[src/rtl/stq_pkg.sv]
// Shared types and constants for the symmetric tensor quantizer.
package stq_pkg;

    localparam int unsigned VALUE_W     = 16;
    localparam int unsigned MAG_W       = 16;
    localparam int unsigned CODE_W      = 16;
    localparam int unsigned DEQ_W       = 17;
    localparam int unsigned SCALE_W     = 32;
    localparam int unsigned BITS_W      = 5;
    localparam int unsigned DIV_NUM_W   = 32;
    localparam int unsigned DIV_DEN_W   = 16;
    localparam int unsigned DIV_CNT_W   = 6;
    localparam int unsigned FRAC_BITS   = 16;

    localparam logic [BITS_W-1:0]    BIT_WIDTH_RESET = 5'd8;
    localparam logic [BITS_W-1:0]    BIT_WIDTH_MIN   = 5'd2;
    localparam logic [BITS_W-1:0]    BIT_WIDTH_MAX   = 5'd16;
    localparam logic [MAG_W-1:0]     ONE_Q12         = 16'd4096;

    // Quotient widths of the three divisions of one quantize transaction.
    localparam logic [DIV_CNT_W-1:0] CODE_QBITS  = 6'd16;
    localparam logic [DIV_CNT_W-1:0] DEQ_QBITS   = 6'd17;
    localparam logic [DIV_CNT_W-1:0] SCALE_QBITS = 6'd32;

    localparam logic ACTION_MEASURE  = 1'b0;
    localparam logic ACTION_QUANTIZE = 1'b1;

    typedef enum logic [3:0] {
        ST_IDLE,
        ST_CODE_MUL,
        ST_CODE_GO,
        ST_CODE_WAIT,
        ST_DEQ_MUL,
        ST_DEQ_GO,
        ST_DEQ_WAIT,
        ST_SCALE_GO,
        ST_SCALE_WAIT,
        ST_DONE
    } state_t;

    typedef struct packed {
        logic                 start;
        logic [DIV_NUM_W-1:0] num;
        logic [DIV_DEN_W-1:0] den;
        logic [DIV_CNT_W-1:0] nbits;
    } div_req_t;

    typedef struct packed {
        logic                 done;
        logic [DIV_NUM_W-1:0] quot;
    } div_rsp_t;

endpackage

[src/rtl/stq_divider.sv]
// Bit-serial restoring divider with round-to-nearest, ties-to-even quotient.
module stq_divider
(
    input  logic              clk,
    input  logic              rst_n,
    input  stq_pkg::div_req_t req,
    output stq_pkg::div_rsp_t rsp
);

    logic                              busy_reg, busy_next;
    logic                              round_reg, round_next;
    logic                              done_reg, done_next;
    logic [stq_pkg::DIV_CNT_W-1:0]     cnt_reg, cnt_next;
    logic [stq_pkg::DIV_DEN_W-1:0]     rem_reg, rem_next;
    logic [stq_pkg::DIV_DEN_W-1:0]     den_reg, den_next;
    logic [stq_pkg::DIV_NUM_W-1:0]     numsh_reg, numsh_next;
    logic [stq_pkg::DIV_NUM_W-1:0]     quot_reg, quot_next;
    logic [stq_pkg::DIV_NUM_W-1:0]     res_reg, res_next;

    logic [stq_pkg::DIV_DEN_W:0]       trial;
    logic                              fits;
    logic [stq_pkg::DIV_DEN_W:0]       twice;
    logic                              round_up;
    logic [stq_pkg::DIV_NUM_W-1:0]     head;

    assign trial    = {rem_reg, numsh_reg[stq_pkg::DIV_NUM_W-1]};
    assign fits     = (trial >= {1'b0, den_reg});
    assign twice    = {rem_reg, 1'b0};
    assign round_up = (twice > {1'b0, den_reg}) ||
                      ((twice == {1'b0, den_reg}) && quot_reg[0]);
    // The part of the numerator above the quotient bits is already below the divisor.
    assign head     = req.num >> req.nbits;

    always_comb
    begin
        busy_next  = busy_reg;
        round_next = 1'b0;
        done_next  = round_reg;
        cnt_next   = cnt_reg;
        rem_next   = rem_reg;
        den_next   = den_reg;
        numsh_next = numsh_reg;
        quot_next  = quot_reg;
        res_next   = res_reg;
        if (req.start)
        begin
            busy_next  = 1'b1;
            cnt_next   = req.nbits;
            rem_next   = head[stq_pkg::DIV_DEN_W-1:0];
            den_next   = req.den;
            numsh_next = req.num << (7'(stq_pkg::DIV_NUM_W) - {1'b0, req.nbits});
            quot_next  = '0;
        end
        else if (busy_reg)
        begin
            rem_next   = fits ? 16'(trial - {1'b0, den_reg})
                              : trial[stq_pkg::DIV_DEN_W-1:0];
            numsh_next = {numsh_reg[stq_pkg::DIV_NUM_W-2:0], 1'b0};
            quot_next  = {quot_reg[stq_pkg::DIV_NUM_W-2:0], fits};
            cnt_next   = cnt_reg - 6'd1;
            if (cnt_reg == 6'd1)
            begin
                busy_next  = 1'b0;
                round_next = 1'b1;
            end
        end
        if (round_reg)
        begin
            res_next = quot_reg + {31'd0, round_up};
        end
    end

    always_ff @(posedge clk or negedge rst_n)
    begin
        if (!rst_n)
        begin
            busy_reg  <= 1'b0;
            round_reg <= 1'b0;
            done_reg  <= 1'b0;
            cnt_reg   <= '0;
        end
        else
        begin
            busy_reg  <= busy_next;
            round_reg <= round_next;
            done_reg  <= done_next;
            cnt_reg   <= cnt_next;
        end
    end

    always_ff @(posedge clk)
    begin
        rem_reg   <= rem_next;
        den_reg   <= den_next;
        numsh_reg <= numsh_next;
        quot_reg  <= quot_next;
        res_reg   <= res_next;
    end

    assign rsp.done = done_reg;
    assign rsp.quot = res_reg;

endmodule

[src/rtl/symmetric_tensor_quantizer.sv]
// Top level of the symmetric per-tensor integer quantizer.
//
// Symmetric per-tensor quantizer for signed Q4.12 tensor elements. A measure
// transaction (action 0) folds the element's magnitude into the running maximum;
// with first set it restarts the maximum at that element. A quantize transaction
// (action 1) yields one result: the code round(x*qmax/max) with ties to even,
// clamped to plus or minus qmax where qmax = 2^(bit_width-1)-1; the dequantized
// value code*max/qmax in Q4.12; and the scale max/qmax in unsigned Q4.28. A zero
// maximum is taken as 1.0. Every division runs on one bit-serial divider that
// retires one quotient bit per cycle. A quantize transaction holds the block from
// its acceptance to the earliest next acceptance through a multiply and a
// division for the code, a multiply and a division for the dequantized value and
// a division for the scale, with quotients of 16, 17 and 32 bits, each division
// followed by rounding and handoff. When the element's magnitude is at or above
// the maximum, the code saturates without a division. The input is stalled until
// the block is idle again, and longer while the previous result still waits in
// the output register. A finished result sits in that output register, so the
// next transaction is accepted while the result waits to be taken. bit_width is
// to be written only while the block is idle; the user must keep to this, as the
// block itself does not enforce it. Values below 2 act as 2, above 16 as 16.
module symmetric_tensor_quantizer
(
    input  logic                                clk,
    input  logic                                rst_n,
    input  logic                                cfg_we,
    input  logic [stq_pkg::BITS_W-1:0]          cfg_data,
    input  logic                                in_valid,
    output logic                                in_stall,
    input  logic                                action,
    input  logic signed [stq_pkg::VALUE_W-1:0]  value,
    input  logic                                first,
    output logic                                out_valid,
    input  logic                                out_stall,
    output logic signed [stq_pkg::CODE_W-1:0]   code,
    output logic signed [stq_pkg::DEQ_W-1:0]    dequantized,
    output logic [stq_pkg::SCALE_W-1:0]         scale_out
);

    stq_pkg::state_t                 state_reg, state_next;
    logic [stq_pkg::BITS_W-1:0]      bit_width_reg;
    logic [stq_pkg::MAG_W-1:0]       max_reg;
    logic [stq_pkg::MAG_W-1:0]       mag_reg;
    logic                            neg_reg;
    logic [stq_pkg::MAG_W-1:0]       m_reg;
    logic [stq_pkg::MAG_W-1:0]       cmag_reg;
    logic [stq_pkg::MAG_W-1:0]       dmag_reg;
    logic [stq_pkg::SCALE_W-1:0]     scale_reg;
    logic [stq_pkg::DIV_NUM_W-1:0]   prod_reg;
    logic                            out_valid_reg;
    logic [stq_pkg::CODE_W-1:0]      code_reg;
    logic [stq_pkg::DEQ_W-1:0]       deq_reg;
    logic [stq_pkg::SCALE_W-1:0]     scale_out_reg;

    logic                            in_accept;
    logic                            out_free;
    logic [stq_pkg::MAG_W-1:0]       in_mag;
    logic [stq_pkg::BITS_W-1:0]      bits_eff;
    logic [stq_pkg::MAG_W-1:0]       qmax;
    logic                            saturate;
    logic                            mul_sel_code;
    logic [stq_pkg::MAG_W-1:0]       mul_a;
    logic [stq_pkg::MAG_W-1:0]       mul_b;
    stq_pkg::div_req_t               div_req;
    stq_pkg::div_rsp_t               div_rsp;

    stq_divider u_divider
    (
        .clk   (clk),
        .rst_n (rst_n),
        .req   (div_req),
        .rsp   (div_rsp)
    );

    assign in_accept = in_valid && !in_stall;
    assign out_free  = !out_valid_reg || !out_stall;
    // Two's complement magnitude; the most negative element gives 32768.
    assign in_mag    = value[stq_pkg::VALUE_W-1] ? 16'(-value) : value;

    always_comb
    begin
        if (bit_width_reg < stq_pkg::BIT_WIDTH_MIN)
        begin
            bits_eff = stq_pkg::BIT_WIDTH_MIN;
        end
        else if (bit_width_reg > stq_pkg::BIT_WIDTH_MAX)
        begin
            bits_eff = stq_pkg::BIT_WIDTH_MAX;
        end
        else
        begin
            bits_eff = bit_width_reg;
        end
    end

    assign qmax     = (16'd1 << 4'(bits_eff - 5'd1)) - 16'd1;
    // At or above the maximum the rounded code can only clamp to qmax.
    assign saturate = (mag_reg >= m_reg);

    // Next state.
    always_comb
    begin
        state_next = state_reg;
        case (state_reg)
            stq_pkg::ST_IDLE:
            begin
                if (in_accept && (action == stq_pkg::ACTION_QUANTIZE))
                begin
                    state_next = stq_pkg::ST_CODE_MUL;
                end
            end
            stq_pkg::ST_CODE_MUL:
            begin
                state_next = saturate ? stq_pkg::ST_DEQ_MUL : stq_pkg::ST_CODE_GO;
            end
            stq_pkg::ST_CODE_GO:
            begin
                state_next = stq_pkg::ST_CODE_WAIT;
            end
            stq_pkg::ST_CODE_WAIT:
            begin
                if (div_rsp.done)
                begin
                    state_next = stq_pkg::ST_DEQ_MUL;
                end
            end
            stq_pkg::ST_DEQ_MUL:
            begin
                state_next = stq_pkg::ST_DEQ_GO;
            end
            stq_pkg::ST_DEQ_GO:
            begin
                state_next = stq_pkg::ST_DEQ_WAIT;
            end
            stq_pkg::ST_DEQ_WAIT:
            begin
                if (div_rsp.done)
                begin
                    state_next = stq_pkg::ST_SCALE_GO;
                end
            end
            stq_pkg::ST_SCALE_GO:
            begin
                state_next = stq_pkg::ST_SCALE_WAIT;
            end
            stq_pkg::ST_SCALE_WAIT:
            begin
                if (div_rsp.done)
                begin
                    state_next = stq_pkg::ST_DONE;
                end
            end
            stq_pkg::ST_DONE:
            begin
                if (out_free)
                begin
                    state_next = stq_pkg::ST_IDLE;
                end
            end
            default:
            begin
                state_next = stq_pkg::ST_IDLE;
            end
        endcase
    end

    // Control outputs of the sequencer.
    always_comb
    begin
        in_stall      = 1'b1;
        mul_sel_code  = 1'b0;
        div_req.start = 1'b0;
        div_req.num   = prod_reg;
        div_req.den   = m_reg;
        div_req.nbits = stq_pkg::CODE_QBITS;
        case (state_reg)
            stq_pkg::ST_IDLE:
            begin
                in_stall = 1'b0;
            end
            stq_pkg::ST_CODE_MUL:
            begin
                mul_sel_code = 1'b1;
            end
            stq_pkg::ST_CODE_GO:
            begin
                div_req.start = 1'b1;
            end
            stq_pkg::ST_DEQ_GO:
            begin
                div_req.start = 1'b1;
                div_req.den   = qmax;
                div_req.nbits = stq_pkg::DEQ_QBITS;
            end
            stq_pkg::ST_SCALE_GO:
            begin
                div_req.start = 1'b1;
                div_req.num   = {m_reg, {stq_pkg::FRAC_BITS{1'b0}}};
                div_req.den   = qmax;
                div_req.nbits = stq_pkg::SCALE_QBITS;
            end
            default:
            begin
                in_stall = 1'b1;
            end
        endcase
    end

    // The one multiplier: |x|*qmax for the code, then code*max for the dequantized value.
    assign mul_a = mul_sel_code ? mag_reg : cmag_reg;
    assign mul_b = mul_sel_code ? qmax : m_reg;

    always_ff @(posedge clk or negedge rst_n)
    begin
        if (!rst_n)
        begin
            state_reg     <= stq_pkg::ST_IDLE;
            bit_width_reg <= stq_pkg::BIT_WIDTH_RESET;
            max_reg       <= '0;
            out_valid_reg <= 1'b0;
        end
        else
        begin
            state_reg <= state_next;
            if (cfg_we)
            begin
                bit_width_reg <= cfg_data;
            end
            if (in_accept && (action == stq_pkg::ACTION_MEASURE) &&
                (first || (in_mag > max_reg)))
            begin
                max_reg <= in_mag;
            end
            if ((state_reg == stq_pkg::ST_DONE) && out_free)
            begin
                out_valid_reg <= 1'b1;
            end
            else if (!out_stall)
            begin
                out_valid_reg <= 1'b0;
            end
        end
    end

    always_ff @(posedge clk)
    begin
        if (in_accept)
        begin
            mag_reg <= in_mag;
            neg_reg <= value[stq_pkg::VALUE_W-1];
            m_reg   <= (max_reg == '0) ? stq_pkg::ONE_Q12 : max_reg;
        end
        if ((state_reg == stq_pkg::ST_CODE_MUL) || (state_reg == stq_pkg::ST_DEQ_MUL))
        begin
            prod_reg <= {16'd0, mul_a} * {16'd0, mul_b};
        end
        if ((state_reg == stq_pkg::ST_CODE_MUL) && saturate)
        begin
            cmag_reg <= qmax;
        end
        else if ((state_reg == stq_pkg::ST_CODE_WAIT) && div_rsp.done)
        begin
            cmag_reg <= div_rsp.quot[stq_pkg::MAG_W-1:0];
        end
        if ((state_reg == stq_pkg::ST_DEQ_WAIT) && div_rsp.done)
        begin
            dmag_reg <= div_rsp.quot[stq_pkg::MAG_W-1:0];
        end
        if ((state_reg == stq_pkg::ST_SCALE_WAIT) && div_rsp.done)
        begin
            scale_reg <= div_rsp.quot;
        end
        if ((state_reg == stq_pkg::ST_DONE) && out_free)
        begin
            code_reg      <= neg_reg ? 16'(-cmag_reg) : cmag_reg;
            deq_reg       <= neg_reg ? 17'(-{1'b0, dmag_reg}) : {1'b0, dmag_reg};
            scale_out_reg <= scale_reg;
        end
    end

    assign out_valid   = out_valid_reg;
    assign code        = code_reg;
    assign dequantized = deq_reg;
    assign scale_out   = scale_out_reg;

`ifndef NO_ASSERTIONS
    // The divider only answers while the sequencer is waiting for it.
    assert property (@(posedge clk) disable iff (!rst_n)
        div_rsp.done |-> ((state_reg == stq_pkg::ST_CODE_WAIT) ||
                          (state_reg == stq_pkg::ST_DEQ_WAIT) ||
                          (state_reg == stq_pkg::ST_SCALE_WAIT)))
    else $error("divider result arrived outside a wait state");

    // The code magnitude is clamped before the dequantize multiply.
    assert property (@(posedge clk) disable iff (!rst_n)
        (state_reg == stq_pkg::ST_DEQ_MUL) |-> (cmag_reg <= qmax))
    else $error("code magnitude exceeds qmax");

    // A measured nonzero element leaves a nonzero maximum behind.
    assert property (@(posedge clk) disable iff (!rst_n)
        (in_accept && (action == stq_pkg::ACTION_MEASURE) && (value != '0))
        |=> (max_reg != '0))
    else $error("running maximum is zero after a nonzero element");
`endif

endmodule
[config.mk]
export PLATFORM = sky130hd
export DESIGN_NAME = symmetric_tensor_quantizer
export DESIGN_NICKNAME = d
export VERILOG_FILES = /design/src/rtl/stq_pkg.sv /design/src/rtl/stq_divider.sv /design/src/rtl/symmetric_tensor_quantizer.sv
export SDC_FILE = /design/constraint.sdc
export NUM_CORES = 1
export LEC_CHECK = 0
export ABC_CLOCK_PERIOD_IN_PS = 8510
export BUFFER_PORTS_ARGS = -buffer_cell sky130_fd_sc_hd__buf_2
export CORE_MARGIN = 2
export CORE_UTILIZATION = 30
export DETAILED_ROUTE_END_ITERATION = 10
export GPL_ROUTABILITY_DRIVEN = 0
export MAX_ROUTING_LAYER = met4
export PLACE_DENSITY = 0.46
export SLEW_MARGIN = 10
export SYNTH_ARGS = -nofsm -noshare
export SYNTH_HDL_FRONTEND = slang
export SYNTH_HIERARCHICAL = 1
export SYNTH_SLANG_ARGS = --single-unit
[constraint.sdc]
create_clock -name clk -period 8.51 [get_ports clk]
set_input_delay 1.2765 -clock clk [delete_from_list [all_inputs] [get_ports clk]]
set_output_delay 1.2765 -clock clk [all_outputs]
set_load 0.01 [all_outputs]
Word level (Yosys, flattened, before mapping)
Cells that the tools add are included.

Bitwise operators: 1. Multiply operators: 1. Shift operators: 3. Reductions and logical operators: 22. Magnitude comparators: 6. $add $sub $neg: 9. Multiplexer cells: 36. Eq/ne operators: 17.

Operators by type and width (number): $mux 16 (10); $mux 32 (3); $pmux 22 s2 (1); $pmux 4 s10 (1); $add 32x1->32 (1); $mul 16x16->32 (1); $neg 16->16 (2); $shl 32x7->32 (1); $shr 32x6->16 (1); $mux 4 (7); $eq 17x16->1 (1); $ge 17x16->1 (1); $gt 17x16->1 (1); $neg 16->17 (1); $eq 4x3->1 const B (4); $ge 16x16->1 (1); $gt 16x16->1 (1); $logic_not 16->1 (1); $shl 1x4->16 const A (1); $sub 16x1->16 const B (1); $sub 16x16->16 (1); $mux 6 (2); $mux 1 (11); $logic_and 1x1->1 (10); 19 further kinds (30).

Register bits: 357. Output and inout port bits: 67.

Depth between registers and ports, before layout
Depth in word-level cells: 10. Gate-level depth with buffers: 33.

Modules after synthesis
Netlist, hierarchy kept.

Modules (own cells, without submodules): symmetric_tensor_quantizer (area each 18505.2 µm², cells each 1829, sequential area each 6477.5 µm², times used 1); stq_divider (area each 10122.2 µm², cells each 1014, sequential area each 3748.6 µm², times used 1).

Least setup slack after synthesis
Ideal clock, no wire load.

Path type: register to register. From: register bit_width_reg[1] (netlist bit). To: register prod_reg[30] (netlist bit) (data pin). Data required time: 8.238 ns. Setup time: 0.272 ns. Stages on the path, launching flop included: 34. Setup slack: 0.296 ns. Buffers on the path: 5. Arrival time: 7.942 ns. Path through: dfrtp_1 > clkbuf_1 > and2_1 > clkbuf_1 > nor2_1 > nand2_1 > ha_1 > clkbuf_1 > o21ai_0 > a21boi_1 > o21ai_1 > clkbuf_1 > nand2_1 > fa_1 > inv_1 > fa_1 > inv_1 > fa_1 > inv_1 > fa_1 > fa_1 > inv_1 > fa_1 > inv_1 > ha_1 > buf_6 > a21oi_2 > o21ai_1 > or3_1 > a211o_1 > a221o_2 > a31oi_4 > nor4bb_1 > or4b_1.

Word-level cells in the longest chain between the ends: 8. Elaborated cells between the ends (all ways): 9. Classes of those cells: add/sub (2); mul (1); order compare (2); shift (1); mux (3).

Ends and longest elaborated chain: start, declared (RTL line symmetric_tensor_quantizer.sv:40) `logic [stq_pkg::BITS_W-1:0] bit_width_reg;`; start signal, assigned (RTL line symmetric_tensor_quantizer.sv:217) `bit_width_reg <= stq_pkg::BIT_WIDTH_RESET;`; start signal, assigned (RTL line symmetric_tensor_quantizer.sv:226) `bit_width_reg <= cfg_data;`; $gt 5x5->1 (RTL line symmetric_tensor_quantizer.sv:85) `else if (bit_width_reg > stq_pkg::BIT_WIDTH_MAX)`; $mux 4 (RTL line symmetric_tensor_quantizer.sv:85); $mux 4 (*) (RTL line symmetric_tensor_quantizer.sv:81) `if (bit_width_reg < stq_pkg::BIT_WIDTH_MIN)`; $sub 4x1->4 (*) (RTL line symmetric_tensor_quantizer.sv:95) `assign qmax = (16'd1 << 4'(bits_eff - 5'd1)) - 16'd1;`; $shl 1x4->16 (*) (RTL line symmetric_tensor_quantizer.sv:95); $sub 16x1->16 (*) (RTL line symmetric_tensor_quantizer.sv:95); $mux 16 (*) (RTL line symmetric_tensor_quantizer.sv:210) `assign mul_b = mul_sel_code ? qmax : m_reg;`; $mul 16x16->32 (*) (RTL line symmetric_tensor_quantizer.sv:254) `prod_reg <= {16'd0, mul_a} * {16'd0, mul_b};`; end signal, assigned (RTL line symmetric_tensor_quantizer.sv:254); end, declared (RTL line symmetric_tensor_quantizer.sv:48) `logic [stq_pkg::DIV_NUM_W-1:0] prod_reg;`.

Every way passes the cells marked *; elsewhere a longest branch is shown, timed or not. A chain may end at the register's enable or synchronous reset.

Final worst setup path
From: register bit_width_reg[0] (netlist bit). To: register prod_reg[30] (netlist bit) (data pin).

The elaborated chain is that of the path after synthesis.

==> reports/qor.csv <==
stage,metric,value,unit
status,status,"complete, no violations",
setup_path,end_kind,flop,
logic_synthesis,synth_edf_count,290,
logic_synthesis,synth_cell_types,100,
setup_path,cp_slowest_cell,fa_1,
clock_network,cts_buffer_depth,3,
logic_synthesis,synthFlopType,edfxtp_1,
logic_synthesis,async_flop_share,9.80,%
logic_synthesis,synth_cells,2843,
global_route,grt_pass1_vias,21700,
sta,fin_crit_sh,95.1,%
logic_synthesis,ys_seq_area_share,35.7,%
clock_network,numClockSinks,357,
final_layout,layout.nets,3298,
global_route,grt_max_degree,74,
clock_network,clkTransAtPathRegs,0.06,ns
clock_network,htree_levels,2,
hold_path,hold_path_class,flop to flop,
setup_path,r2r-end,prod_reg[30],
route,routed_wl,85200,um
sta,clock_skew,0.0376,ns
final_layout,fill_cells,9701,
setup_path,cpMostUsedCell,fa_1,
setup_path,reg2reg_depth,30,
logic_synthesis,ys_top_cells_by_area,"edfxtp_1, fa_1, ha_1, nand2_1, inv_1",
route,dr.pass1.iters,5,
floorplanning,initial_core_util,30.2,%
place,dp_hpwl,66200,um
hold_path,hold_depth,0,
final_layout,multi_input_area,16600,um2
setup_path,r2r_slack,0.42,ns
setup_path,start_kind,flop,
route,ant_nets,0,
sta,hold_violations,0,
final_layout,syn_to_final_growth,12.7,%
logic_synthesis,syn_area,28600,um2
floorplanning,die-area,97900,um2
final_layout,seqCellArea,10200,um2
floorplanning,rows,113,
setup_path,cp_slowest_stage_delay,0.56,ns
sta,final_max_slew_viol_count,0,
hold_path,hold-path-endpoint,scale_out[31],
final_layout,drive_gt1_share,12.3,%
setup_path,arrival,8.40,ns
logic_synthesis,ys.warnings.count,6,
place,port_buffers,94,
logic_synthesis,ys_top_cells_by_count,"nand2_1, inv_1, edfxtp_1",
global_route,grt.total_usage,17.8,%
setup_path,crit_fanout,16,
floorplanning,die-height,313,um
global_route,grt.overflow.total,0,
clock_network,root_buffer,clkbuf_16,
flow_run,drv_cap,0,
sta,worst_pin_slew,1.16,ns
route,vias,21400,
route,wl_per_cell,20.2,um
hold_path,hold_start,scale_reg[31],
setup_path,path_class,flop to flop,
route,dr.first_iter.drc_count,1642,
sta,period_minus_slack,8.09,ns
setup_path,r2r-start,bit_width_reg[0],
floorplanning,die_w,313,um
sta,slew_headroom,22.4,%
route,viasPerCell,5.07,
global_route,grt_first_pass_wirelength,132000,um
sta,max_freq,124,MHz
logic_synthesis,synth_top_area_cell,edfxtp_1,
route,drc,0,
logic_synthesis,synth_top_area_share,30.4,%
floorplanning,coreArea,94700,um2
clock_network,cts_tree,yes,
logic_synthesis,synth-seq-cells,357,
sta,rsz0062_at_grt,false,
clock_network,cts_hold_buffers,0,
floorplanning,io-pin-count,95,
clock_network,cts_buffers,43,
logic_synthesis,synth_area_per_cell,10.1,um2
logic_synthesis,synth_most_common_cell,nand2_1,
clock_network,clk_latency,0.60,ns
global_route,antenna_found_initial,6,
setup_path,required,8.82,ns
sta,tns,0,ns
sta,finalSetupViolations,0,
[routing by layer]
| layer | track usage (%) | up-vias | share of wire [%] |
|---|---|---|---|
| met4 | 6.54 | 0 | 3.9 |
| met1 | 24.4 | 10600 | 46 |
| met3 | 1.98 | 155 | 4.9 |
| met2 | 27.2 | 645 | 45 |
| li1 | - | 9937 | - |
| met5 | - | - | 0 |
[area by class of cell]
cell class / instances / share of cell area, %
clock inverter: 30 / 1.17
tap: 1265 / 4.90
inverter: 347 / 4.04
antenna: 1 / 0.00775
sequential: 357 / 31.7
clock buffer: 50 / 3.45
timing repair buffer: 172 / 3.41
multi-input combinational: 1992 / 51.3
[kinds of logic after synthesis]
logic type      synth area share [%]
compound gates                  11.0
mux                             8.48
other cells                   0.0262
simple gates                    13.6
buf+inv                         6.89
fa+ha+maj                       20.7
xor+xnor                        3.58
flops                           35.7
[worst max-delay path by stage]
stage / from / end / slack [ns] / cells past startpoint
2_1_floorplan: bit_width_reg[1] / prod_reg[30] / 0.30 / 33
3_3_place_gp: bit_width_reg[0] / prod_reg[30] / 0.32 / 30
3_5_place_dp: bit_width_reg[0] / prod_reg[30] / 0.19 / 30
4_1_cts: bit_width_reg[0] / prod_reg[30] / 0.15 / 30
5_1_grt: bit_width_reg[0] / prod_reg[30] / 0.03 / 29
6_report: bit_width_reg[0] / prod_reg[30] / 0.42 / 30
[layout by cell type (no fill, tap or decap), drive strengths merged, types with 10 or more instances in the layout]
cell type    n
a22oi       13
dfrtp       34
a21oi       96
o21a        11
nand3       32
nand2b      23
clkbuf      50
o221ai      11
buf        172
nor4        12
o21ai      112
mux2i      111
nor2       212
o211ai      17
inv        351
nand2      387
o22ai       22
mux4        36
and2        41
nor2b       14
fa         195
and3        24
a31oi       18
or2         12
nand4       16
nor3        30
ha         162
o2bb2ai     12
clkinv      17
edfxtp     290
xnor2       91
or3         16
xor2        25
a211oi      19
or4         10
mux2        45
a21o        38
o31ai       13
dfxtp       32
[repair_timing]
| item | CTS | global route |
|---|---|---|
| resized for setup | 0 | 11 |
| endpoints found under the setup margin | 0 | 2 |
| setup buffers | 0 | 1 |
[through the flow]
stage          hold slack [ns]  utilization (%)  instances  worst slack, ns  cell area (um2)
3_5_place_dp             0.405             32.4       4132            0.185            30700
2_1_floorplan            0.400                -       2847            0.296            28600
5_1_grt                  0.425             34.1       4213           0.0340            32300
6_report                 0.404             34.1       4214            0.421            32300
3_3_place_gp             0.400             32.4       4132            0.316            30700
4_1_cts                  0.398             34.0       4212            0.148            32200
[worst max-delay path, delay by kind of cell (launching register included)]
kind	cells	cell delay, ns
AOI/OAI and AO/OA	8	1.73
adders and majority gates	8	3.57
buffers and inverters	6	0.45
DFF	1	0.43
and+or+nand+nor	8	1.60
Power is not shown: default switching activity piles up to over one toggle a cycle in this logic, so the estimate is an artifact.
